[src/sv/bdq_pkg.sv]
// Package for the bounded deque: operation and status codes, item types and the
// control bundle broadcast along the cell chain. No dependencies.

package bdq_pkg;

   localparam int DEFAULT_CAPACITY     = 256;
   localparam int DEFAULT_ELEMENT_BITS = 32;

   localparam logic [2:0] OP_INS_HEAD = 3'd0;
   localparam logic [2:0] OP_INS_TAIL = 3'd1;
   localparam logic [2:0] OP_REM_HEAD = 3'd2;
   localparam logic [2:0] OP_REM_TAIL = 3'd3;
   localparam logic [2:0] OP_RD_HEAD  = 3'd4;
   localparam logic [2:0] OP_RD_TAIL  = 3'd5;
   localparam logic [2:0] OP_RD_INDEX = 3'd6;

   localparam logic [1:0] ST_OK    = 2'd0;
   localparam logic [1:0] ST_FULL  = 2'd1;
   localparam logic [1:0] ST_EMPTY = 2'd2;
   localparam logic [1:0] ST_RANGE = 2'd3;

   typedef logic [31:0] elem_type;
   typedef logic [8:0]  count_type;

   typedef struct packed {
      logic [2:0] operation;
      elem_type   element_in;
      logic [7:0] position;
   } req_type;

   typedef struct packed {
      elem_type   element_out;
      count_type  count;
      logic [1:0] status;
   } rsp_type;

   // Commands shared by every cell of the chain.
   typedef struct packed {
      logic push_front;   // every cell takes its lower neighbor, cell 0 the new item
      logic pop_front;    // every cell takes its upper neighbor
      logic write_at;     // the cell addressed by the target takes the new item
      logic lane_load;    // the addressed cell copies its entry onto the read lane
      logic lane_shift;   // the read lane moves one cell toward cell 0
   } cell_ctl_type;

endpackage

[src/sv/bdq_cell.sv]
// One storage cell of the deque chain: an entry register and a read-lane register.
// Depends on bdq_pkg for the control bundle.

module bdq_cell #(
   parameter int ELEMENT_BITS = bdq_pkg::DEFAULT_ELEMENT_BITS,
   parameter int INDEX_BITS   = 8,
   parameter int INDEX        = 0
) (
   input  logic                     clock,
   input  bdq_pkg::cell_ctl_type    ctl,
   input  logic [INDEX_BITS-1:0]    target,
   input  logic [ELEMENT_BITS-1:0]  new_data,
   input  logic [ELEMENT_BITS-1:0]  lower_data,
   input  logic [ELEMENT_BITS-1:0]  upper_data,
   input  logic [ELEMENT_BITS-1:0]  upper_lane,
   output logic [ELEMENT_BITS-1:0]  data_out,
   output logic [ELEMENT_BITS-1:0]  lane_out
);

   logic [ELEMENT_BITS-1:0] data_ff;
   logic [ELEMENT_BITS-1:0] data_in;
   logic [ELEMENT_BITS-1:0] lane_ff;
   logic [ELEMENT_BITS-1:0] lane_in;
   logic                    hit;

   assign hit = (target == INDEX_BITS'(INDEX));

   always_comb begin
      data_in = data_ff;
      if (ctl.push_front) begin
         data_in = lower_data;
      end else if (ctl.pop_front) begin
         data_in = upper_data;
      end else if (ctl.write_at && hit) begin
         data_in = new_data;
      end
   end

   // The lane carries the selected entry down the chain, zeros elsewhere.
   always_comb begin
      lane_in = lane_ff;
      if (ctl.lane_load) begin
         lane_in = hit ? data_ff : '0;
      end else if (ctl.lane_shift) begin
         lane_in = upper_lane;
      end
   end

   always_ff @(posedge clock) begin
      data_ff <= data_in;
      lane_ff <= lane_in;
   end

   assign data_out = data_ff;
   assign lane_out = lane_ff;

endmodule

[config.mk]
export PLATFORM = sky130hd
export DESIGN_NAME = bdq_cell
export DESIGN_NICKNAME = d
export VERILOG_FILES = /design/src/sv/bdq_pkg.sv /design/src/sv/bdq_cell.sv
export SDC_FILE = /design/constraint.sdc
export NUM_CORES = 1
export LEC_CHECK = 0
export BUFFER_PORTS_ARGS = -buffer_cell sky130_fd_sc_hd__clkbuf_2
export CAP_MARGIN = 15
export CORE_MARGIN = 2
export CORE_UTILIZATION = 47
export CTS_CLUSTER_SIZE = 28
export DETAILED_ROUTE_END_ITERATION = 7
export PLACE_DENSITY = 0.86
export RECOVER_POWER = 100
export SYNTH_ARGS = -nofsm -noshare
export SYNTH_HDL_FRONTEND = slang
export SYNTH_SLANG_ARGS = --single-unit
[constraint.sdc]
create_clock -name clock -period 12.55 [get_ports clock]
set_clock_uncertainty 0.05 [all_clocks]
set_input_delay 3.765 -clock clock [delete_from_list [all_inputs] [get_ports clock]]
set_output_delay 3.765 -clock clock [all_outputs]
set_load 0.005 [all_outputs]
=== Word-level counts from Yosys, hierarchy flattened ===
Index checks and enable logic that the tools add are counted.

* $mul: 0
* Equal/unequal tests: 0
* Bitwise logic cells: 0
* Muxes and demuxes: 6
* Order comparisons: 0
* $add $sub $neg: 0
* Div/mod/pow operators: 0
* Shifts and indexed selects: 0
* Reduce and logical (&&, ||, !) cells: 4

{| class="wikitable"
|+ Operator list
! cell !! count
|-
| $mux 32 || 6
|-
| $logic_not 8->1 || 1
|-
| $reduce_bool 3->1 || 1
|-
| $reduce_bool 2->1 || 1
|-
| $logic_and 1x1->1 || 1
|}

* Memories kept: 0
* Input port bits: 142
* Output and inout bits: 64
* Register bits: 64
* RAM bits: 0
* Logic and storage cells: 12
* Memory bits (read-only): 0
* Bits in latches: 0

=== Depth between registers and ports, before layout ===
Gate-level depths: netlist of run 1.

* Depth after elaboration: 5
* Depth in mapped cells: 4
* Gate-level depth less buffers: 2

=== Worst setup path before layout of run 1 ===
No wires, ideal clock.

* Path type: input -> register
* Start: input target[5]
* End: register data_ff[0], in the netlist data_out[0] (enable)
* Path buffers: 2
* Setup time: 470 ps
* Setup slack: 4,999 ps
* Stages: 4
* Arrival: 7,031 ps
* Path through: or4_4 -> buf_6 -> buf_12 -> o31ai_1

* Longest elaborated chain between the ends: 3

{| class="wikitable"
|+ RTL lines
! element !! RTL line !! text
|-
| start: declaration || bdq_cell.sv:11 || <nowiki>input logic [INDEX_BITS-1:0] target,</nowiki>
|-
| $logic_not 8->1 || bdq_cell.sv:26 || <nowiki>assign hit = (target == INDEX_BITS'(INDEX));</nowiki>
|-
| $logic_and 1x1->1 || bdq_cell.sv:34 || <nowiki>end else if (ctl.write_at && hit) begin</nowiki>
|-
| $reduce_bool 3->1 (no source line) || -- ||
|-
| end signal: assignment || bdq_cell.sv:50 || <nowiki>data_ff <= data_in;</nowiki>
|-
| end: declaration || bdq_cell.sv:20 || <nowiki>logic [ELEMENT_BITS-1:0] data_ff;</nowiki>
|}

No other way between the ends.
A chain may end at the register's enable or synchronous reset.

=== Worst setup path after layout of run 1 ===
* Start: input ctl[1] (netlist bit)
* End: register lane_ff[13], in the netlist lane_out[13] (enable)

* Longest elaborated chain between the ends: 1

{| class="wikitable"
|+ RTL lines
! element !! RTL line !! text
|-
| start: declaration || bdq_cell.sv:10 || <nowiki>input bdq_pkg::cell_ctl_type ctl,</nowiki>
|-
| $reduce_bool 2->1 (no source line) || -- ||
|-
| end signal: assignment || bdq_cell.sv:51 || <nowiki>lane_ff <= lane_in;</nowiki>
|-
| end: declaration || bdq_cell.sv:22 || <nowiki>logic [ELEMENT_BITS-1:0] lane_ff;</nowiki>
|}

No other way between the ends.

==> metrics.yaml, run 1 <==
r2r-end: "lane_out[6]"
finalCritPeriodShare_pct: 60.3
vias: 2887
cts_tree: "done"
path_class: "input port to flip-flop"
synth_compound_area_share_pct: 19.1
r2r_setup_slack_ns: 11.44
dieArea_um2: 8110
rows: 31
antenna_cells: 0
vias_per_cell: 4.95
cts_buffer_depth: 2
place_hpwl_mm: 6.96
gp_congestion: 0.825
postCtsSetupRepairBufs: 0
die_w_um: 90.1
finalCriticalPeriod_ns: 7.57
critPathLaunchType: "input port"
synth_top_area_share_pct: 55.2
synth_fp_nets: 430
clkTransAtPathRegs_ns: 0.07
slew_viol_final: 166
synth_top_cell_by_area: "edfxtp_1"
drv_cap: 4
cts_sinks: 64
drc: 0
finalCoreUtilization_pct: 61.2
port_buffers: 205
synth_seq_area_share_pct: 55.2
instances_no_fill: 583
synthSimpleGateAreaFrac_pct: 7.73
wl_per_cell_um: 15.6
htreeDepth: 3
ios: 206
synthAdderAreaFrac_pct: 0
nets: 622
dr.first_iter.drc_count: 279
ys_ff_latch: 64
postRouteAntennaNets: 0
netlist_area_um2: 3480
drt_wl_total_mm: 9.11
cts_buffers: 9
synthTopCellsByArea: "edfxtp_1, o32ai_2, mux2i_1"
critPathRequiredTime_ns: 12.40
grt.overflow.total: 0
cts.repair.resized: 0
rr_worst_depth: 2
hold_viol: 0
synthMuxAreaShare_pct: 9.20
min_from: "data_out[8]"
synth_xor_area_share_pct: 0
hold_class: "flip-flop to flip-flop"
grt_pass1_wl_mm: 14.1
insertion_delay_ns: 0.33
grt_max_degree: 66
crit_arrival_ns: 7.42
timing.rr.start: "data_out[6]"
critPathCaptureType: "flip-flop"
fp.coreArea_um2: 7210
cts_root_buffer: "clkbuf_8"
start_util_pct: 48.3
ir_drop_uv: 54.3
area_growth_pct: 26.8
status: "finished, violations left"
holdPathStages: 2
whs_endpoint: "lane_out[8]"
dp_cells: 568
synth_cell_types: 17
crit_start: "ctl[1]"
drive_above_1_share_pct: 41.7
syn_inst: 288
synth_top_family_by_area: "compound AO/OA/AOI/OAI gates"
fmax_ghz: 0.132
firstDrtPassIters: 5
setup_violations: 0
antenna_found_initial: 0
grt_use_total_pct: 22.2
path_max_fanout: 65
finalSetupTns_ns: 0
ys_warn_count: 0
die_h_um: 90.1
grt_pass1_vias: 2789
worstMarginPinSlew_ns: 2.52
power_leakage_uw: 0.00215
cts_hold_buf: 0
syn_area_per_cell_um2: 12.1
failed_checks: "max-capacitance violations, max-slew violations"
power.density_nw_per_um2: 117
rsz0062_at_grt: "no"
maxSlewHeadroom_pct: -67.9
worst max-delay path by stage:
stage	endpoint	slack, ns	cells past startpoint
global route	lane_out[30]	4.68	3
global placement	data_out[10]	6.47	4
finish	lane_out[13]	4.98	3
detailed placement	data_out[9]	6.43	4
CTS	data_out[9]	6.78	4
floorplan	data_out[0]	5.00	4
flip-flops by register name (all words and copies together) (netlist names):
name	count
data_out	32
lane_out	32
per-stage QoR:
stage                     setup slack [ns]  hold slack [ns]  instance area, um^2  power, uW
after global routing                  4.68            0.694                 4410        538
after CTS                             6.78            0.667                 4660        527
after global placement                6.47            0.659                 4480        363
after floorplan                       5.00            0.644                 3480        314
final                                 4.98            0.661                 4410        517
after detailed placement              6.43            0.667                 4480        367
metal layers:
metal | GRT usage (%) | wire [um] | vias to the layer above
met5 | 0 | 0 | -
met4 | 8.33 | 130 | 0
met3 | 4.19 | 484 | 12
met2 | 38.6 | 4800 | 129
met1 | 27.5 | 3700 | 1318
li1 | - | - | 1428
worst max-delay path, stage by stage:
cell	delay, ns
clkbuf_2	0.08
clkbuf_1	1.78
or2_0	1.75
kinds of logic (layout without fill, tap and decap cells):
group	count (synthesis)	count (layout)
multiplexers	32	32
AND/OR/NAND/NOR	68	68
buffers and inverters	59	255
AO/OA/AOI/OAI	65	65
flip-flops	64	64
area by class of cell:
type	count	area, um^2
repair buffers	207	1010
inverters	33	124
multi-input cells	165	1060
clock buffers	10	128
flip-flops and latches	64	1920
clock inverters	5	48.8
well taps	99	124
fillers	644	2800
cell usage after synthesis:
library cell	count
buf_2	4
nand2_1	64
o21ai_0	32
nor2_1	1
o32ai_1	3
buf_6	4
mux2i_1	32
or4_1	1
edfxtp_1	64
buf_1	2
buf_12	3
or2_2	1
o31ai_1	1
clkbuf_1	13
or4_4	1
o32ai_2	29
inv_1	33
where the power goes:
| group | leakage (uW) | internal (uW) | switching [uW] |
|---|---|---|---|
| Sequential | 0.000677 | 260 | 12.2 |
| Combinational | 0.00138 | 40.7 | 42.4 |
| Clock | 0.0000933 | 89.0 | 72.7 |
layout by cell type, fill, tap and decap left out:
master and n:
clkbuf_8 9, edfxtp_1 64, o32ai_1 31, nand2_1 64
bufinv_16 1, clkbuf_2 186, o32ai_2 1, clkinv_2 3
o31ai_4 1, nor2_1 1, clkinv_1 1, or4_4 1
or2_0 1, o21ai_0 32, mux2i_1 32, inv_1 33
clkbuf_1 22, or4_1 1
Note: power is estimated with default switching activity, not from simulation.
==> run 2, diff against run 1 <==
Settings changed: CORE_UTILIZATION 47 to 44, PLACE_DENSITY 0.86 to 0.81.
Clock period 12.55 ns to 7.66 ns, I/O delays scaled along.
==> run 2 against run 1 <==
  * The run still ends with max-capacitance violations, max-slew violations left
  * Worst hold slack improved by 0.0017 ns
  * First-iteration DRC count fell by 54%
  * Clock power rose by 88%
  * Utilization fell by 3.3 points
  * Largest cell class unchanged
==> metrics.yaml, run 2 (same netlist as run 1, synthesis figures left out) <==
status: "finished, violations left"
failed_checks: "max-capacitance violations, max-slew violations"
path_max_fanout: 33  # -49%
r2r_setup_slack_ns: 6.63  # -4.81 ns
grt_max_degree: 66  # unchanged
finalCritPeriodShare_pct: 73.4
rsz0062_at_grt: "no"
critPathRequiredTime_ns: 7.53  # -4.87 ns
instances_no_fill: 588  # +0.86%
die_w_um: 93.0  # +3.2%
cts_buffer_depth: 2  # unchanged
holdPathStages: 2  # unchanged
cts_sinks: 64  # unchanged
cts_hold_buf: 0  # unchanged
setup_violations: 0  # unchanged
seq_power_share_pct: 50.4  # -2.3 points
dr.first_iter.drc_count: 128  # -54%
dp_cells: 572  # +0.70%
power.share.clock_pct: 34.4  # +3.1 points
vias: 2894  # +0.24%
ir_drop_uv: 79.7  # +47%
switchingPower_uw: 210  # +65%
power.internal_uw: 672  # +72%
multi_input_area_um2: 1070  # +0.71%
dieArea_um2: 8640  # +6.5%
grt_pass1_wl_mm: 13.4  # -5.1%
worstMarginPinSlew_ns: 2.23  # -0.287 ns
whs_endpoint: "lane_out[16]"
final_common_cell: "clkbuf_2"
insertion_delay_ns: 0.32  # about the same
postRouteAntennaNets: 0  # unchanged
min_from: "data_out[16]"
wl_met1_mm: 3.52  # -4.7%
place_hpwl_mm: 7.09  # +2.0%
cts_buffers: 9  # unchanged
fillers: 717  # +11%
gp_congestion: 0.821  # -0.49%
fp.coreArea_um2: 7690  # +6.6%
firstDrtPassIters: 4  # -1
critPathMostFrequentCell: "clkbuf_1"
drive_above_1_share_pct: 39.3  # -2.4 points
htreeDepth: 3  # unchanged
port_buffers: 205  # unchanged
grt_use_total_pct: 20.4  # -1.8 points
grt.overflow.total: 0  # unchanged
cts_tree: "done"
grt_pass1_vias: 2758  # -1.1%
rows: 32  # +3.2%
critPathLaunchType: "input port"
finalSetupTns_ns: 0  # unchanged
crit_arrival_ns: 5.49  # -1.93 ns
path_buf_inv: 2  # unchanged
antenna_found_initial: 0  # unchanged
finalCriticalPeriod_ns: 5.62
slew_viol_final: 100  # -40%
power_leakage_uw: 0.00212  # -1.4%
preCtsSetupSlack_ns: 3.01  # -3.42 ns
r2r-end: "lane_out[29]"
swShare_pct: 23.8  # -0.80 points
wl_per_cell_um: 15.1  # -3.7%
route.met3.wl_um: 460  # -5.0%
cts_root_buffer: "clkbuf_8"
timing.rr.start: "data_out[29]"
drc: 0  # unchanged
area_growth_pct: 27.9
path_class: "input port to flip-flop"
ff_latch_area_um2: 1920  # unchanged
worstPathCellList: "clkbuf_1, nor2_1, o31ai_4, clkbuf_1"
wl_met2_mm: 4.53  # -5.7%
rr_worst_depth: 2  # unchanged
crit_slowest_cell: "clkbuf_1"
fmax_ghz: 0.178
power.density_nw_per_um2: 198  # +69%
maxSlewHeadroom_pct: -48.7  # +19 points
routed.top_layer: "met4"
clkTransAtPathRegs_ns: 0.06  # about the same
critPathTopFamily: "buffers and inverters"
design_area_um2: 4450  # +0.88%
critical_path.max_stage_delay_ns: 1.57  # -0.21 ns
hold_class: "flip-flop to flip-flop"
setup_ws_ns: 2.04  # -2.95 ns
nets: 623  # +0.16%
die_h_um: 93.0  # +3.2%
postCtsSetupRepairBufs: 0  # unchanged
drv_cap: 3  # -1
ios: 206  # unchanged
cts.repair.resized: 0  # unchanged
hold_viol: 0  # unchanged
worst-path-stages: 4  # +1
drt_wl_total_mm: 8.86  # -2.8%
power_frac_comb_pct: 15.2  # -0.9 points
placed_cell_area_um2: 4490  # +0.25%
antenna_cells: 0  # unchanged
final_cell_mix: "clkbuf_2, nand2_1, edfxtp_1"
critPathCaptureType: "flip-flop"
start_util_pct: 45.3  # -3.0 points
vias_per_cell: 4.92  # -0.61%
==> run 2: through the flow <==
step           utilization, %  power (uW)  hold WS, ns
3_5_place_dp             58.4         601        0.676
4_1_cts                  61.2         903        0.685
2_1_floorplan               -         514        0.644
6_report                 57.9         883        0.663
5_1_grt                  57.9         925        0.677
3_3_place_gp             58.4         596        0.656
==> run 2: worst max-delay path by stage <==
stage              start            to
3_5_place_dp   target[1]   data_out[7]
5_1_grt           ctl[3]  data_out[28]
2_1_floorplan  target[5]   data_out[0]
4_1_cts        target[1]  data_out[19]
3_3_place_gp   target[1]   data_out[9]
6_report          ctl[3]  data_out[15]
==> run 2: cell type report <==
type                       instances  share of cell area [%]
sequential                        64                    43.2
tap                              102                    2.87
timing repair buffer             208                    22.5
multi-input combinational        165                    23.9
clock inverter                     6                    1.88
inverter                          33                    2.78
clock buffer                      10                    2.87
==> run 2: power groups by stage <==
stage / registers, uW / logic (uW) / clock network (uW)
after floorplan: 449 / 64.3 / 0
after global placement: 452 / 144 / 0
after detailed placement: 452 / 149 / 0
after CTS: 445 / 149 / 309
after global routing: 449 / 148 / 328
final: 445 / 134 / 304
==> run 2: per-layer routing <==
metal	up-vias	GRT usage [%]
li1	1426	-
met1	1318	25.1
met2	120	33.8
met3	30	4.07
met4	0	10.9
met5	-	0
==> run 2: worst register-to-register path, cell delays in order, from the launching register on <==
cell and delay [ns]:
edfxtp_1 0.38, nand2_1 0.08, o32ai_1 0.32
==> run 3, diff against run 2 <==
Clock period 7.66 ns to 5.63 ns, I/O delays scaled along.
==> run 3 against run 2 <==
  * The run still ends with max-capacitance violations, max-slew violations left
  * Sequential cell count unchanged
  * Count of clock-buffer cells in the layout down 1
  * Utilization unchanged
  * Cell area unchanged
  * Sequential share of layout area unchanged
  * Final cell count unchanged
  * Critical path type unchanged
==> metrics.yaml, run 3 (same netlist as run 1, synthesis figures left out) <==
status: "finished, violations left"
failed_checks: "max-capacitance violations, max-slew violations"
drive_above_1_share_pct: 40.3  # +1.0 points
postRouteAntennaNets: 0  # unchanged
dr.first_iter.drc_count: 168  # +31%
preCtsSetupSlack_ns: 1.59  # -1.43 ns
hold_viol: 0  # unchanged
firstDrtPassIters: 4  # unchanged
r2r_setup_slack_ns: 4.62  # -2.01 ns
grt.overflow.total: 0  # unchanged
drv_cap: 2  # -1
vias_per_cell: 4.87  # -1.1%
ios: 206  # unchanged
cts_buffers: 9  # unchanged
hold_class: "flip-flop to flip-flop"
power_leakage_uw: 0.00214  # +0.82%
worstPathCellList: "clkbuf_1, nor2_1, o31ai_4, clkbuf_2"
die_h_um: 93.0  # unchanged
gp_congestion: 0.849  # +3.4%
die_w_um: 93.0  # unchanged
fp.coreArea_um2: 7690  # unchanged
dieArea_um2: 8640  # unchanged
grt_pass1_wl_mm: 13.8  # +3.0%
cts_root_buffer: "clkbuf_8"
cts_tree: "done"
holdPathStages: 2  # unchanged
r2r-end: "lane_out[4]"
start_util_pct: 45.3  # unchanged
wl_per_cell_um: 15.3  # +1.7%
rows: 32  # unchanged
ir_drop_uv: 124  # +55%
grt_max_degree: 66  # unchanged
maxSlewHeadroom_pct: -47.3  # +1.4 points
path_max_fanout: 33  # unchanged
rsz0062_at_grt: "no"
crit_arrival_ns: 4.30  # -1.19 ns
critPathLaunchType: "input port"
worstMarginPinSlew_ns: 2.21  # -0.0214 ns
setup_ws_ns: 1.23  # -0.802 ns
antenna_found_initial: 0  # unchanged
drt_wl_total_mm: 9.01  # +1.7%
finalCritPeriodShare_pct: 78.1
postCtsSetupRepairBufs: 0  # unchanged
htreeDepth: 3  # unchanged
final_common_cell: "clkbuf_2"
vias: 2862  # -1.1%
critPathCaptureType: "flip-flop"
grt_pass1_vias: 2858  # +3.6%
power.density_nw_per_um2: 270  # +36%
cts_hold_buf: 0  # unchanged
finalCriticalPeriod_ns: 4.40
nets: 623  # unchanged
timing.rr.start: "data_out[4]"
cts_sinks: 64  # unchanged
setup_violations: 0  # unchanged
whs_endpoint: "lane_out[1]"
rr_worst_depth: 2  # unchanged
crit_slowest_cell: "clkbuf_1"
clkTransAtPathRegs_ns: 0.07  # about the same
cts.repair.resized: 0  # unchanged
finalSetupTns_ns: 0  # unchanged
grt_use_total_pct: 20.8  # +0.41 points
insertion_delay_ns: 0.32  # about the same
path_buf_inv: 2  # unchanged
cts_buffer_depth: 2  # unchanged
critPathTopFamily: "buffers and inverters"
critical_path.max_stage_delay_ns: 1.55  # -0.02 ns
min_from: "data_out[1]"
path_class: "input port to flip-flop"
final_cell_mix: "clkbuf_2, nand2_1, edfxtp_1"
area_growth_pct: 27.9  # unchanged
slew_viol_final: 67  # -33%
drc: 0  # unchanged
place_hpwl_mm: 7.06  # -0.43%
fmax_ghz: 0.227
port_buffers: 205  # unchanged
critPathRequiredTime_ns: 5.53  # -2.00 ns
antenna_cells: 0  # unchanged
[run 3: cell types whose count changed in the layout (fill, tap and decap cells not counted)]
cell / change
clkbuf_1: -7
o32ai_2: -1
buf_1: -1
clkinv_1: +2
clkinv_2: -1
clkbuf_2: +7
o32ai_1: +1
[run 3: tightest hold or removal path: cells and delay by family (launching register included)]
family / cells / cell delay, ns
flip-flops: 1 / 0.39
AND/OR/NAND/NOR: 1 / 0.08
AO/OA/AOI/OAI: 1 / 0.07
[run 3: metrics by stage]
step	util [%]	cells	cell area, um^2	power (uW)	hold slack, ns
final	57.9	588	4450	1200	0.662
after global routing	57.9	588	4450	1250	0.692
after CTS	61.2	588	4700	1230	0.671
after detailed placement	58.4	572	4490	817	0.662
after global placement	58.4	572	4490	811	0.656
after floorplan	-	288	3480	699	0.644
[run 3: report_power, final]
group	internal (uW)	switching (uW)	total (uW)
Sequential	580	27.4	607
Combinational	88.6	92.5	181
Clock	245	167	412
[run 3: per-layer routing]
| layer | up-vias | share of wire, % | GRT usage [%] |
|---|---|---|---|
| li1 | 1429 | - | - |
| met1 | 1298 | 41 | 25.7 |
| met2 | 113 | 51 | 35.2 |
| met3 | 22 | 4.9 | 3.58 |
| met4 | 0 | 3.2 | 10.2 |
| met5 | - | 0 | 0 |
[run 3: final cells by class]
cell class	count	area, um^2
well taps	102	128
inverters	33	124
flip-flops and latches	64	1920
repair buffers	208	1010
fillers	709	3230
multi-input cells	165	1060
clock buffers	9	124
clock inverters	7	86.3
[run 3: how the worst max path moves through the flow]
stage                     cells past startpoint       from  slack, ns            to
after floorplan                               4  target[5]       0.16   data_out[0]
after global placement                        4  target[1]       1.62   data_out[7]
after CTS                                     4  target[1]       1.93   data_out[4]
after global routing                          4     ctl[3]       1.02  data_out[17]
after detailed placement                      4  target[1]       1.59   data_out[7]
final                                         4     ctl[3]       1.23   data_out[4]
