`config.mk`:
```
export PLATFORM = sky130hd
export DESIGN_NAME = bdq_ctrl
export DESIGN_NICKNAME = d
export VERILOG_FILES = /design/src/sv/bdq_pkg.sv /design/src/sv/bdq_ctrl.sv
export SDC_FILE = /design/constraint.sdc
export NUM_CORES = 1
export LEC_CHECK = 0
export ABC_CLOCK_PERIOD_IN_PS = 4700
export BUFFER_PORTS_ARGS = -buffer_cell sky130_fd_sc_hd__buf_2
export CORE_ASPECT_RATIO = 1.25
export CORE_MARGIN = 1
export CORE_UTILIZATION = 45
export CTS_BUF_LIST = sky130_fd_sc_hd__clkbuf_8
export DETAILED_ROUTE_END_ITERATION = 6
export GPL_ROUTABILITY_DRIVEN = 0
export PLACE_DENSITY_LB_ADDON = 0.2
export SYNTH_ARGS = -nofsm -noshare
export SYNTH_HDL_FRONTEND = slang
export SYNTH_SLANG_ARGS = --single-unit
```
`constraint.sdc`:
```
create_clock -name clock -period 4.7 [get_ports clock]
set_clock_uncertainty 0.2 [all_clocks]
set_input_delay 0.94 -clock clock [delete_from_list [all_inputs] [get_ports clock]]
set_output_delay 0.94 -clock clock [all_outputs]
set_load 0.02 [all_outputs]
```
`src/sv/bdq_pkg.sv`:
```
// Package for the bounded deque: operation and status codes, item types and the
// control bundle broadcast along the cell chain. No dependencies.

package bdq_pkg;

   localparam int DEFAULT_CAPACITY     = 256;
   localparam int DEFAULT_ELEMENT_BITS = 32;

   localparam logic [2:0] OP_INS_HEAD = 3'd0;
   localparam logic [2:0] OP_INS_TAIL = 3'd1;
   localparam logic [2:0] OP_REM_HEAD = 3'd2;
   localparam logic [2:0] OP_REM_TAIL = 3'd3;
   localparam logic [2:0] OP_RD_HEAD  = 3'd4;
   localparam logic [2:0] OP_RD_TAIL  = 3'd5;
   localparam logic [2:0] OP_RD_INDEX = 3'd6;

   localparam logic [1:0] ST_OK    = 2'd0;
   localparam logic [1:0] ST_FULL  = 2'd1;
   localparam logic [1:0] ST_EMPTY = 2'd2;
   localparam logic [1:0] ST_RANGE = 2'd3;

   typedef logic [31:0] elem_type;
   typedef logic [8:0]  count_type;

   typedef struct packed {
      logic [2:0] operation;
      elem_type   element_in;
      logic [7:0] position;
   } req_type;

   typedef struct packed {
      elem_type   element_out;
      count_type  count;
      logic [1:0] status;
   } rsp_type;

   // Commands shared by every cell of the chain.
   typedef struct packed {
      logic push_front;   // every cell takes its lower neighbor, cell 0 the new item
      logic pop_front;    // every cell takes its upper neighbor
      logic write_at;     // the cell addressed by the target takes the new item
      logic lane_load;    // the addressed cell copies its entry onto the read lane
      logic lane_shift;   // the read lane moves one cell toward cell 0
   } cell_ctl_type;

endpackage

```
`src/sv/bdq_ctrl.sv`:
```
// Control for the deque: decodes each item, keeps the element count, drives the
// cell chain and holds the result register. Depends on bdq_pkg.

module bdq_ctrl #(
   parameter int CAPACITY   = bdq_pkg::DEFAULT_CAPACITY,
   parameter int INDEX_BITS = $clog2(CAPACITY),
   parameter int COUNT_BITS = $clog2(CAPACITY + 1)
) (
   input  logic                   clock,
   input  logic                   reset,
   input  logic                   req_valid,
   output logic                   req_ready,
   input  bdq_pkg::req_type       req_item,
   output logic                   rsp_valid,
   input  logic                   rsp_ready,
   output bdq_pkg::rsp_type       rsp_item,
   input  bdq_pkg::elem_type      lane_elem,
   output bdq_pkg::cell_ctl_type  ctl,
   output logic [INDEX_BITS-1:0]  target
);

   localparam logic S_IDLE = 1'b0;
   localparam logic S_SEEK = 1'b1;
   localparam int   CMP_BITS = (COUNT_BITS > 8) ? COUNT_BITS : 8;

   logic                   state_ff, state_in;
   logic [COUNT_BITS-1:0]  count_ff, count_in;
   logic [INDEX_BITS-1:0]  seek_ff, seek_in;
   logic                   rsp_valid_ff, rsp_valid_in;
   bdq_pkg::rsp_type       rsp_ff, rsp_in;

   logic                   out_free;
   logic                   accept;
   logic                   full;
   logic                   empty;
   logic                   go_seek;
   logic [COUNT_BITS-1:0]  count_next;
   logic [1:0]             status;
   logic [INDEX_BITS-1:0]  dec_target;
   logic                   dec_push, dec_pop, dec_write;

   assign out_free  = !rsp_valid_ff || rsp_ready;
   assign req_ready = (state_ff == S_IDLE) && out_free;
   assign accept    = req_valid && req_ready;
   assign full      = (count_ff == COUNT_BITS'(CAPACITY));
   assign empty     = (count_ff == '0);

   always_comb begin
      go_seek    = 1'b0;
      count_next = count_ff;
      status     = bdq_pkg::ST_OK;
      dec_target = count_ff[INDEX_BITS-1:0];
      dec_push   = 1'b0;
      dec_pop    = 1'b0;
      dec_write  = 1'b0;
      unique case (req_item.operation) inside
         bdq_pkg::OP_INS_HEAD, bdq_pkg::OP_INS_TAIL: begin
            if (full) begin
               status = bdq_pkg::ST_FULL;
            end else begin
               count_next = count_ff + COUNT_BITS'(1);
               if (req_item.operation == bdq_pkg::OP_INS_HEAD) begin
                  dec_push = 1'b1;
               end else begin
                  dec_write = 1'b1;
               end
            end
         end
         bdq_pkg::OP_REM_HEAD, bdq_pkg::OP_REM_TAIL: begin
            if (empty) begin
               status = bdq_pkg::ST_EMPTY;
            end else begin
               count_next = count_ff - COUNT_BITS'(1);
               dec_pop    = (req_item.operation == bdq_pkg::OP_REM_HEAD);
            end
         end
         bdq_pkg::OP_RD_HEAD, bdq_pkg::OP_RD_TAIL, bdq_pkg::OP_RD_INDEX: begin
            if (empty) begin
               status = bdq_pkg::ST_EMPTY;
            end else if (req_item.operation == bdq_pkg::OP_RD_HEAD) begin
               go_seek    = 1'b1;
               dec_target = '0;
            end else if (req_item.operation == bdq_pkg::OP_RD_TAIL) begin
               go_seek    = 1'b1;
               dec_target = INDEX_BITS'(count_ff - COUNT_BITS'(1));
            end else if (CMP_BITS'(req_item.position) >= CMP_BITS'(count_ff)) begin
               status = bdq_pkg::ST_RANGE;
            end else begin
               go_seek    = 1'b1;
               dec_target = INDEX_BITS'(req_item.position);
            end
         end
         default: begin
         end
      endcase
   end

   always_comb begin
      state_in          = state_ff;
      count_in          = count_ff;
      seek_in           = seek_ff;
      rsp_valid_in      = rsp_valid_ff && !rsp_ready;
      rsp_in            = rsp_ff;
      ctl               = '0;
      target            = dec_target;
      unique case (state_ff)
         S_IDLE: begin
            if (accept) begin
               count_in       = count_next;
               ctl.push_front = dec_push;
               ctl.pop_front  = dec_pop;
               ctl.write_at   = dec_write;
               if (go_seek) begin
                  ctl.lane_load = 1'b1;
                  seek_in       = dec_target;
                  state_in      = S_SEEK;
               end else begin
                  rsp_valid_in       = 1'b1;
                  rsp_in.element_out = '0;
                  rsp_in.count       = bdq_pkg::count_type'(count_next);
                  rsp_in.status      = status;
               end
            end
         end
         S_SEEK: begin
            if (seek_ff != '0) begin
               ctl.lane_shift = 1'b1;
               seek_in        = seek_ff - INDEX_BITS'(1);
            end else if (out_free) begin
               rsp_valid_in       = 1'b1;
               rsp_in.element_out = lane_elem;
               rsp_in.count       = bdq_pkg::count_type'(count_ff);
               rsp_in.status      = bdq_pkg::ST_OK;
               state_in           = S_IDLE;
            end
         end
         default: begin
            state_in = S_IDLE;
         end
      endcase
   end

   always_ff @(posedge clock) begin
      if (reset) begin
         state_ff     <= S_IDLE;
         count_ff     <= '0;
         rsp_valid_ff <= 1'b0;
      end else begin
         state_ff     <= state_in;
         count_ff     <= count_in;
         rsp_valid_ff <= rsp_valid_in;
      end
      seek_ff <= seek_in;
      rsp_ff  <= rsp_in;
   end

   assign rsp_valid = rsp_valid_ff;
   assign rsp_item  = rsp_ff;

endmodule

```
# --- After elaboration in Yosys (flattened, before gate mapping) ---
# Index checks and enable logic that the tools add are counted.
totals:
  ff_bits: 62
  input_bits: 79
  word_cells: 91
  out_inout_bits: 58
op_classes:
  order_cmp: 1
  muxes: 51
  n_bitwise: 1
  n_eq_ne: 13
  n_addsub: 3
  n_reduce_logical: 15
op_table:
  columns: ["cell", "count"]
  rows:
  - ["43-bit 2-to-1 mux", 4]
  - ["43-bit case mux with 2 select lines", 1]
  - ["8-bit 2-to-1 mux", 8]
  - ["1-bit 2-to-1 mux", 24]
  - ["9-bit 2-to-1 mux", 2]
  - ["9-bit case mux with 2 select lines", 1]
  - ["8-bit case mux with 2 select lines", 1]
  - ["2-bit 2-to-1 mux", 5]
  - ["9-bit by 1-bit adder with 9-bit output, second input constant", 1]
  - ["3-bit equality test, second input constant", 3]
  - ["9-bit equality test, second input constant", 1]
  - ["8-bit by 9-bit >= comparator with 1-bit output", 1]
  - ["9-bit logical NOT", 1]
  - ["9-bit by 1-bit subtractor with 9-bit output, second input constant", 1]
  - ["4-bit 2-to-1 mux", 2]
  - ["2-bit != test, second input constant", 4]
  - ["8-bit nonzero test", 1]
  - ["8-bit by 1-bit subtractor with 8-bit output, second input constant", 1]
  - ["3-bit by 2-bit equality test with 1-bit output, second input constant", 2]
  - ["2-bit case mux with 3 select lines", 1]
  - ["2-bit by 1-bit != test with 1-bit output, second input constant", 2]
  - ["1-bit case mux with 2 select lines", 2]
  - ["4-bit AND reduction", 1]
  - ["2-bit OR reduction", 2]
  - ["other kinds (9)", 12]

# --- Depth between registers and ports, before layout ---
# Gate-level depths: netlist of run 1.
logic_depth:
  ltp_word: 9
  mapped_depth: 12
  depth_no_buf: 8

# --- Worst setup path before layout of run 1 ---
# OpenSTA, ideal clock, no wires.
synth_path:
  kind: "input to register"
  from: "input port req_item[6] in the netlist's numbering"
  to: "register rsp_ff, in the netlist rsp_item[0] (enable)"
  setup_ns: 0.444
  path_buffers: 1
  t_required_ns: 4.056
  setup_slack_ns: -0.125
  path_stages: 8
  t_arrival_ns: 4.182
  cell_sequence: "ha_1 a211oi_1 o32ai_1 a21o_1 clkbuf_1 a21o_1 a21oi_2 nor2_1"
synth_via:
  elab_chain_cells: 8
synth_rtl:
  columns: ["element", "line_no", "source"]
  rows:
  - ["start: declaration", "bdq_ctrl.sv:13", "input bdq_pkg::req_type req_item,"]
  - ["8-bit by 9-bit >= comparator with 1-bit output", "bdq_ctrl.sv:86", "end else if (CMP_BITS'(req_item.position) >= CMP_BITS'(count_ff)) begin"]
  - ["1-bit 2-to-1 mux", "bdq_ctrl.sv:86", null]
  - ["1-bit 2-to-1 mux", "bdq_ctrl.sv:83", "end else if (req_item.operation == bdq_pkg::OP_RD_TAIL) begin"]
  - ["1-bit 2-to-1 mux", "bdq_ctrl.sv:80", "end else if (req_item.operation == bdq_pkg::OP_RD_HEAD) begin"]
  - ["1-bit 2-to-1 mux", "bdq_ctrl.sv:78", "if (empty) begin"]
  - ["1-bit 2-to-1 mux", "bdq_ctrl.sv:56", "unique case (req_item.operation) inside"]
  - ["2-bit != test (no line)", null, null]
  - ["4-bit AND reduction (no line)", null, null]
  - ["end signal: assignment", "bdq_ctrl.sv:154", "rsp_ff <= rsp_in;"]
  - ["end: declaration", "bdq_ctrl.sv:30", "bdq_pkg::rsp_type rsp_ff, rsp_in;"]
# Every way passes these cells.
# A chain may end at the register's enable or synchronous reset.

# --- Worst setup path in the final report of run 1 ---
layout_path:
  from: "register count_ff[2]"
  to: "output port target[1]"
layout_via:
  elab_chain_cells: 6
  elab_cells_between_ends: 7
  classes_between: "order compare: 1; mux: 5; reduce/logical: 1"
layout_rtl:
  columns: ["element", "line_no", "source"]
  rows:
  - ["start: declaration", "bdq_ctrl.sv:27", "logic [COUNT_BITS-1:0] count_ff, count_in;"]
  - ["start signal: assignment", "bdq_ctrl.sv:150", "count_ff <= count_in;"]
  - ["8-bit by 9-bit >= comparator with 1-bit output", "bdq_ctrl.sv:86", null]
  - ["8-bit 2-to-1 mux", "bdq_ctrl.sv:86", null]
  - ["8-bit 2-to-1 mux", "bdq_ctrl.sv:83", null]
  - ["8-bit 2-to-1 mux", "bdq_ctrl.sv:80", null]
  - ["8-bit 2-to-1 mux (*)", "bdq_ctrl.sv:78", null]
  - ["8-bit 2-to-1 mux (*)", "bdq_ctrl.sv:56", null]
  - ["end: declaration", "bdq_ctrl.sv:19", "output logic [INDEX_BITS-1:0] target"]
# Mark *: on every way between the ends. The rest lies on a longest branch, timed or not.

==> out/metrics.yaml, run 1 <==
worst_setup_path:
  start_kind: "register"
  arrival_ns: 3.16
  cp_max_fo: 15
  end_kind: "primary output"
  path_class: "register to primary output"
  required_ns: 3.56
clock_network:
  cts_setup_buffers: 0
  cts-buffers-inserted: 9
  h-tree-depth: 3
  tritoncts: "yes"
  clock_sinks: 62
  clockBufferDepth: 2
  cts-resized-gates: 0
  clk_pin_slew_ns: 0.07
  root_buffer: "clkbuf_8"
  worstSkewPairLatency_ns: 0.34
  ctsHoldBuffers: 0
global_route:
  first_global_vias: 3097
  grt_first_pass_wirelength_um: 15100
  antenna_found_initial: 0
  grt_max_degree: 66
  grt.total_usage_pct: 21.6
  grt_overflow_total: 0
synthesis:
  async_flop_share_pct: 0
  synthesis.area_sq_um: 3760
  syn_avg_cell_area_sq_um: 9.60
  yosys_warnings: 0
  synth-seq-cells: 62
  ys.flop_type: "edfxtp_1"
  synth_cells: 392
  ys_seq_area_share_pct: 46.6
  synthDistinctLibCells: 67
  synth-edff-count: 51
  syn_nets: 483
timing:
  relSlewSlack_pct: 54.7
  rsz0062_at_grt: "no"
  setup_viol: 0
  maxSlewViolCount: 0
  setup-tns-final_ns: 0
  tightest_slew_ns: 0.679
  hold_viol_final: 0
  fin_crit_sh_pct: 91.5
  worst_slack_ns: 0.398
  clock.fmax_ghz: 0.232
  min_period_ns: 4.30
layout:
  syn_to_final_growth_pct: 21.0
  nFillCells: 712
  nets: 576
  drive_above_1_share_pct: 28.8
  final_cell_area_sq_um: 4550
  final_common_cell: "buf_2"
  layout_common_cells: "buf_2, edfxtp_1, and2_1, nand2_1, nor2_1"
  fin_util_pct: 57.4
  diodes: 0
power:
  pwr-share-comb_pct: 32.3
  p_int_mw: 1.20
  clkPwrFrac_pct: 27.7
  power.leakage_nw: 1.90
  p_seq_share_pct: 40.0
  power.switching_mw: 0.622
  p_per_area_nw_per_um2: 399
  peakVddDrop_v: 0.000306
  swShare_pct: 34.2
routing:
  drc: 0
  viasPerCell: 5.64
  drtAntennaViolNets: 0
  dr.first_iter.drc_count: 162
  routedWlPerCell_um: 15.6
  drt-pass1-iter-count: 5
  vias: 3297
  wl_um: 9140
floorplanning:
  fp.dieW_um: 83.8
  ios: 137
  core_sq_um: 7930
  die-area_sq_um: 8730
  rows: 36
  die_h_um: 104
  start_util_pct: 47.5
flow_run:
  drv_cap: 0
outcome:
  status: "finished, final reports clean"
placed_design:
  hpwl_um: 6480
  io_buffers: 104
  place_area_sq_um: 4340
  dpl_worst_slack_ns: 0.529
hold_path:
  hold_path.class: "register to register"
## critical path, stage by stage, from the launching register on
cell	delay (ns)
dfxtp_1	0.61
inv_1	0.21
ha_1	0.33
a21oi_1	0.13
o21ai_0	0.18
a21oi_1	0.58
a21oi_1	0.15
o2bb2ai_1	0.37
buf_2	0.25
## final timing paths
path                from           to  slack [ns]  depth (start not counted)
max          count_ff[2]    target[1]        0.40                          8
min            rsp_valid    rsp_valid        0.38                          2
max reg2reg  count_ff[1]  rsp_item[3]        1.28                          9
min reg2reg    rsp_valid    rsp_valid        0.38                          2
## registers in the layout (all words and copies together), names as in the netlist
name       count
count_ff       9
rsp_item      43
rsp_valid      1
seek_ff        8
state_ff       1
## layout make-up
type                    instances  area [sq um]  area share, %
clock buffers                   9           124           2.72
clock inverters                 7          88.8           1.95
inverters                      15          56.3           1.24
multi-input cells             283          1820           39.9
flip-flops and latches         62          1750           38.5
well taps                      95           119           2.61
repair buffers                114           596           13.1
## cell families after synthesis
family / Yosys count / synth area share, %
AND/OR/NAND/NOR: 154 / 22.2
buffers and inverters: 47 / 5.39
XOR/XNOR: 13 / 3.03
AO/OA/AOI/OAI: 103 / 18.6
flip-flops: 62 / 46.6
multiplexers: 1 / 0.299
adder cells (fa/ha/maj): 12 / 3.99
## stage by stage
step	std cells	power, mW	hold WS [ns]
6_report	585	1.82	0.376
3_5_place_dp	569	1.33	0.372
5_1_grt	585	1.91	0.418
2_1_floorplan	392	1.16	0.379
3_3_place_gp	569	1.32	0.339
4_1_cts	585	1.83	0.383
## layer usage
layer / up-vias / routed length, um / global-route usage (%)
li1: 1619 / - / -
met1: 1513 / 3890 / 28.6
met2: 148 / 4300 / 34.1
met3: 17 / 721 / 4.52
met4: 0 / 229 / 9.44
met5: - / 0 / 0
## power by group through the flow
stage	Clock [mW]	Combinational [mW]	Sequential [mW]
global route	0.535	0.643	0.735
finish	0.503	0.587	0.728
detailed placement	0	0.585	0.740
global placement	0	0.578	0.737
CTS	0.518	0.588	0.728
floorplan	0	0.344	0.812
## cells in the mapped netlist, types with 10 or more instances
cell type / n / share of area, %
clkbuf_1: 22 / 2.2
and2_1: 34 / 5.7
nand2_1: 31 / 3.1
inv_1: 15 / 1.5
nor2_1: 32 / 3.2
o21ai_0: 21 / 2.8
nor3_1: 10 / 1.3
dfxtp_1: 11 / 5.9
ha_1: 12 / 4.0
a21oi_1: 21 / 2.8
edfxtp_1: 51 / 41
a31oi_1: 10 / 1.7
Power figures use the tool's default switching activity.
==> inputs of run 2 (changes only) <==
==> constraint.sdc (replaced) <==
create_clock -name clock -period 4.7 [get_ports clock]
set_clock_uncertainty 0.2 [all_clocks]
set_input_delay 0.235 -clock clock [delete_from_list [all_inputs] [get_ports clock]]
set_output_delay 0.235 -clock clock [all_outputs]
set_load 0.02 [all_outputs]
==> run 2 against run 1 <==
Net effect:
- count of clock-buffer cells in the layout stayed put
- hold slack lost 0.35 ns
- die area unchanged
- via count rose by 3.9%
- wire length rose by 7.3%
- combinational power about the same
- global-route usage increased by 1.2 points
- maximum frequency grew 18%
- critical path depth grew 1
- critical path type unchanged
- critical endpoint is now target[5]
- largest cell class unchanged
==> out/metrics.yaml, run 2 (synthesis gave the netlist of run 1 again) <==
outcome:
  status: "finished, final reports clean"
routing:
  viasPerCell: 5.63
  vias: 3426
  routedWlPerCell_um: 16.1
  drt-pass1-iter-count: 4
  drtAntennaViolNets: 0
  dr.first_iter.drc_count: 172
  drc: 0
  wl_um: 9810
timing:
  relSlewSlack_pct: 30.3
  rsz0062_at_grt: "no"
  setup-tns-final_ns: 0
  clock.fmax_ghz: 0.274
  tightest_slew_ns: 1.03
  maxSlewViolCount: 0
  min_period_ns: 3.65
  hold_viol_final: 0
  setup_viol: 0
  fin_crit_sh_pct: 77.6
layout:
  diodes: 0
  nets: 600
  largest_reg_flops: 43
  drive_above_1_share_pct: 25.7
  nFillCells: 723
  syn_to_final_growth_pct: 27.0
  register_area_sq_um: 1750
  layout_common_cells: "buf_2, edfxtp_1, and2_1"
  final_cell_area_sq_um: 4780
  multi_input_area_sq_um: 1820
  final_common_cell: "buf_2"
hold_path:
  hold_path.class: "primary input to register"
  hold_depth: 2
  worstHoldEndpoint: "rsp_item[12]"
  hp-start: "lane_elem[1]"
global_route:
  antenna_found_initial: 0
  grt_overflow_total: 0
  first_global_vias: 3244
  grt_max_degree: 66
  grt_first_pass_wirelength_um: 15900
  grt.total_usage_pct: 22.9
worst_setup_path:
  end_kind: "primary output"
  reg2reg_depth: 9
  path_class: "register to primary output"
  cp_slowest_cell: "o311ai_0"
  r2r_slack_ns: 1.26
  required_ns: 4.26
  path_cells: "inv_1 -> ha_1 -> or3b_1 -> o311ai_0 -> a31oi_1 -> o31a_1 -> o21ai_0 -> nand2_1 -> buf_2"
  cp_max_fo: 12
  start_kind: "register"
  rr_startpoint: "count_ff[0]"
  r2r_end: "rsp_item[31]"
  max_stage_delay_ns: 0.89
  arrival_ns: 3.21
floorplanning:
  die_h_um: 104
  die-area_sq_um: 8730
  fp.dieW_um: 83.8
  rows: 36
  ios: 137
  start_util_pct: 47.5
  core_sq_um: 7930
flow_run:
  drv_cap: 0
clock_network:
  clock_sinks: 62
  clockBufferDepth: 2
  cts-resized-gates: 0
  clk_pin_slew_ns: 0.06
  worstSkewPairLatency_ns: 0.34
  cts-buffers-inserted: 9
  h-tree-depth: 3
  root_buffer: "clkbuf_8"
  tritoncts: "yes"
power:
  p_per_area_nw_per_um2: 370
  peakVddDrop_v: 0.000229
  power.leakage_nw: 1.99
placed_design:
  io_buffers: 104
  hpwl_um: 6800
  place_area_sq_um: 4290
## run 2: what timing repair did
item                      in CTS  in global routing
setup buffers                  0                  0
hold buffers                  31                  0
hold endpoints to repair      31                  0
## run 2: layout make-up
| type | count | area share, % |
|---|---|---|
| Clock inverter | 7 | 1.23 |
| Clock buffer | 9 | 2.59 |
| Multi-Input combinational cell | 283 | 38.0 |
| Inverter | 15 | 1.18 |
| Timing Repair Buffer | 138 | 17.9 |
| Tap cell | 95 | 2.49 |
| Sequential cell | 62 | 36.7 |
## run 2: how the worst max path moves through the flow
stage,startpoint,endpoint,slack (ns),cells past startpoint
after floorplan,count_ff[0],rsp_item[0],0.02,12
after global placement,count_ff[0],rsp_item[2],1.32,9
after CTS,count_ff[0],target[5],1.05,9
final,count_ff[0],target[5],1.05,9
after global routing,count_ff[0],target[5],0.88,9
after detailed placement,count_ff[0],rsp_item[21],1.27,9
## run 2: layer usage
layer | global-route usage [%] | wire, um
met1 | 29.0 | 4080
met2 | 37.9 | 4790
met3 | 5.24 | 744
met4 | 8.60 | 195
met5 | 0 | 0
## run 2: stage by stage
stage | power [mW] | instances | util (%) | hold slack, ns | setup slack, ns
finish | 1.77 | 609 | 60.3 | 0.0245 | 1.05
global route | 1.86 | 609 | 60.3 | 0.0408 | 0.882
CTS | 1.78 | 609 | 60.3 | 0.0211 | 1.05
detailed placement | 1.32 | 562 | 54.1 | 0.321 | 1.27
global placement | 1.31 | 562 | 54.1 | 0.317 | 1.32
floorplan | 1.16 | 392 | - | 0.118 | 0.0245
## run 2: worst max-delay path, delay by kind of cell (launching register included)
family          cells  cell delay (ns)
simple gates        2             0.59
buf+inv             2             0.33
compound gates      4             1.21
fa+ha+maj           1             0.29
flops               1             0.44
## run 2: report_power, final
part           switching (mW)  internal, mW
clock network           0.201         0.237
logic                   0.382         0.208
registers              0.0413         0.698
==> inputs of run 3 (changes only) <==
Settings changed: ABC_CLOCK_PERIOD_IN_PS 4700 to 3800.
Clock period 4.7 ns to 3.8 ns, I/O delays scaled along.
==> run 3 against run 2 <==
Net effect:
- register-to-register slack worse by 0.50 ns
- critical path depth unchanged
- non-clock buffer count up 12
- count of clock-buffer cells in the layout unchanged
- via count up 1.6%
- first-iteration DRC count down 20%
- sequential share of layout area down 1.1 points
- cell count up 2.0%
- sequential cell count unchanged
- power up 32%
- critical path type unchanged
- hold slack better by 0.10 ns
- cell area up 3.3%
==> out/metrics.yaml, run 3 (synthesis gave the netlist of run 1 again) <==
outcome:
  status: "finished, final reports clean"
global_route:
  grt_overflow_total: 0
  grt_max_degree: 66
  grt.total_usage_pct: 23.0
  grt_first_pass_wirelength_um: 16300
  first_global_vias: 3363
  antenna_found_initial: 0
power:
  power.leakage_nw: 2.06
  peakVddDrop_v: 0.000284
  total_power_mw: 2.33
  p_per_area_nw_per_um2: 472
clock_network:
  clk_pin_slew_ns: 0.08
  ctsHoldBuffers: 34
  root_buffer: "clkbuf_8"
  cts_setup_buffers: 0
  clockBufferDepth: 2
  cts-buffers-inserted: 9
  worstSkewPairLatency_ns: 0.33
  tritoncts: "yes"
  cts-resized-gates: 0
  clock_sinks: 62
  h-tree-depth: 3
timing:
  worst_slack_ns: 0.534
  setup-tns-final_ns: 0
  fin_crit_sh_pct: 85.9
  whs_ns: 0.129
  clock.fmax_ghz: 0.306
  relSlewSlack_pct: 58.0
  rsz0062_at_grt: "no"
  maxSlewViolCount: 0
  min_period_ns: 3.27
  tightest_slew_ns: 0.630
  setup_viol: 0
  hold_viol_final: 0
floorplanning:
  start_util_pct: 47.5
  die-area_sq_um: 8730
  fp.dieW_um: 83.8
  core_sq_um: 7930
  die_h_um: 104
  rows: 36
  ios: 137
worst_setup_path:
  end_kind: "primary output"
  start_kind: "register"
  cp_max_fo: 11
  required_ns: 3.41
  path_class: "register to primary output"
  arrival_ns: 2.88
placed_design:
  place_area_sq_um: 4370
  io_buffers: 104
  hpwl_um: 6470
  placed_cells: 571
  dpl_worst_slack_ns: 0.779
layout:
  drive_above_1_share_pct: 27.6
  diodes: 0
  largest_reg_flops: 43
  final_cell_area_sq_um: 4940
  layout_common_cells: "buf_2, edfxtp_1, and2_1, dlygate4sd3_1"
  final_cells: 621
  nets: 612
  syn_to_final_growth_pct: 31.2
  final_common_cell: "buf_2"
  fin_util_pct: 62.3
routing:
  vias: 3480
  dr.first_iter.drc_count: 137
  drt-pass1-iter-count: 4
  viasPerCell: 5.60
  routedWlPerCell_um: 15.7
  drc: 0
  drtAntennaViolNets: 0
  wl_um: 9730
flow_run:
  drv_cap: 0
hold_path:
  hold_path.class: "primary input to register"
run 3: changes by cell type in the layout (fill, tap and decap cells not counted), moves of 2 or more:
cell / change
inv_6: +2
dlygate4sd3_1: +3
inv_1: -2
clkinv_2: -2
buf_4: +8
run 3: final cells by class:
class                   instances  area [sq um]
clock buffers                   9           124
clock inverters                 7           105
fillers                       677          2990
inverters                      15          56.3
multi-input cells             283          1820
flip-flops and latches         62          1750
well taps                      95           119
repair buffers                150           963
run 3: path summary, 6_finish.rpt:
path,from,depth (start not counted),endpoint,slack (ns)
hold / removal,req_item[3],3,seek_ff[3],0.13
setup reg to reg,count_ff[1],7,seek_ff[3],0.76
hold reg to reg,rsp_valid,2,rsp_valid,0.37
setup / recovery,count_ff[1],9,target[3],0.53
run 3: report_power, final:
part	switching (mW)	leakage (nW)	internal, mW
combinational	0.490	1.36	0.285
sequential	0.0341	0.590	0.862
clock	0.280	0.112	0.379
total	0.804	2.06	1.53
run 3: critical path: stages (launching register included):
cell,delay [ns]
dfxtp_1,0.31
inv_1,0.09
ha_1,0.26
or3b_1,0.50
or3_4,0.46
and3_4,0.23
a21o_1,0.20
nand2_1,0.09
o311ai_0,0.19
buf_2,0.22
run 3: layer usage:
layer	track usage [%]	vias up	part of all wire (%)
met3	4.13	10	6.7
met2	38.2	157	49
met1	30.1	1623	43
met5	0	-	0
li1	-	1690	-
met4	8.23	0	1.2
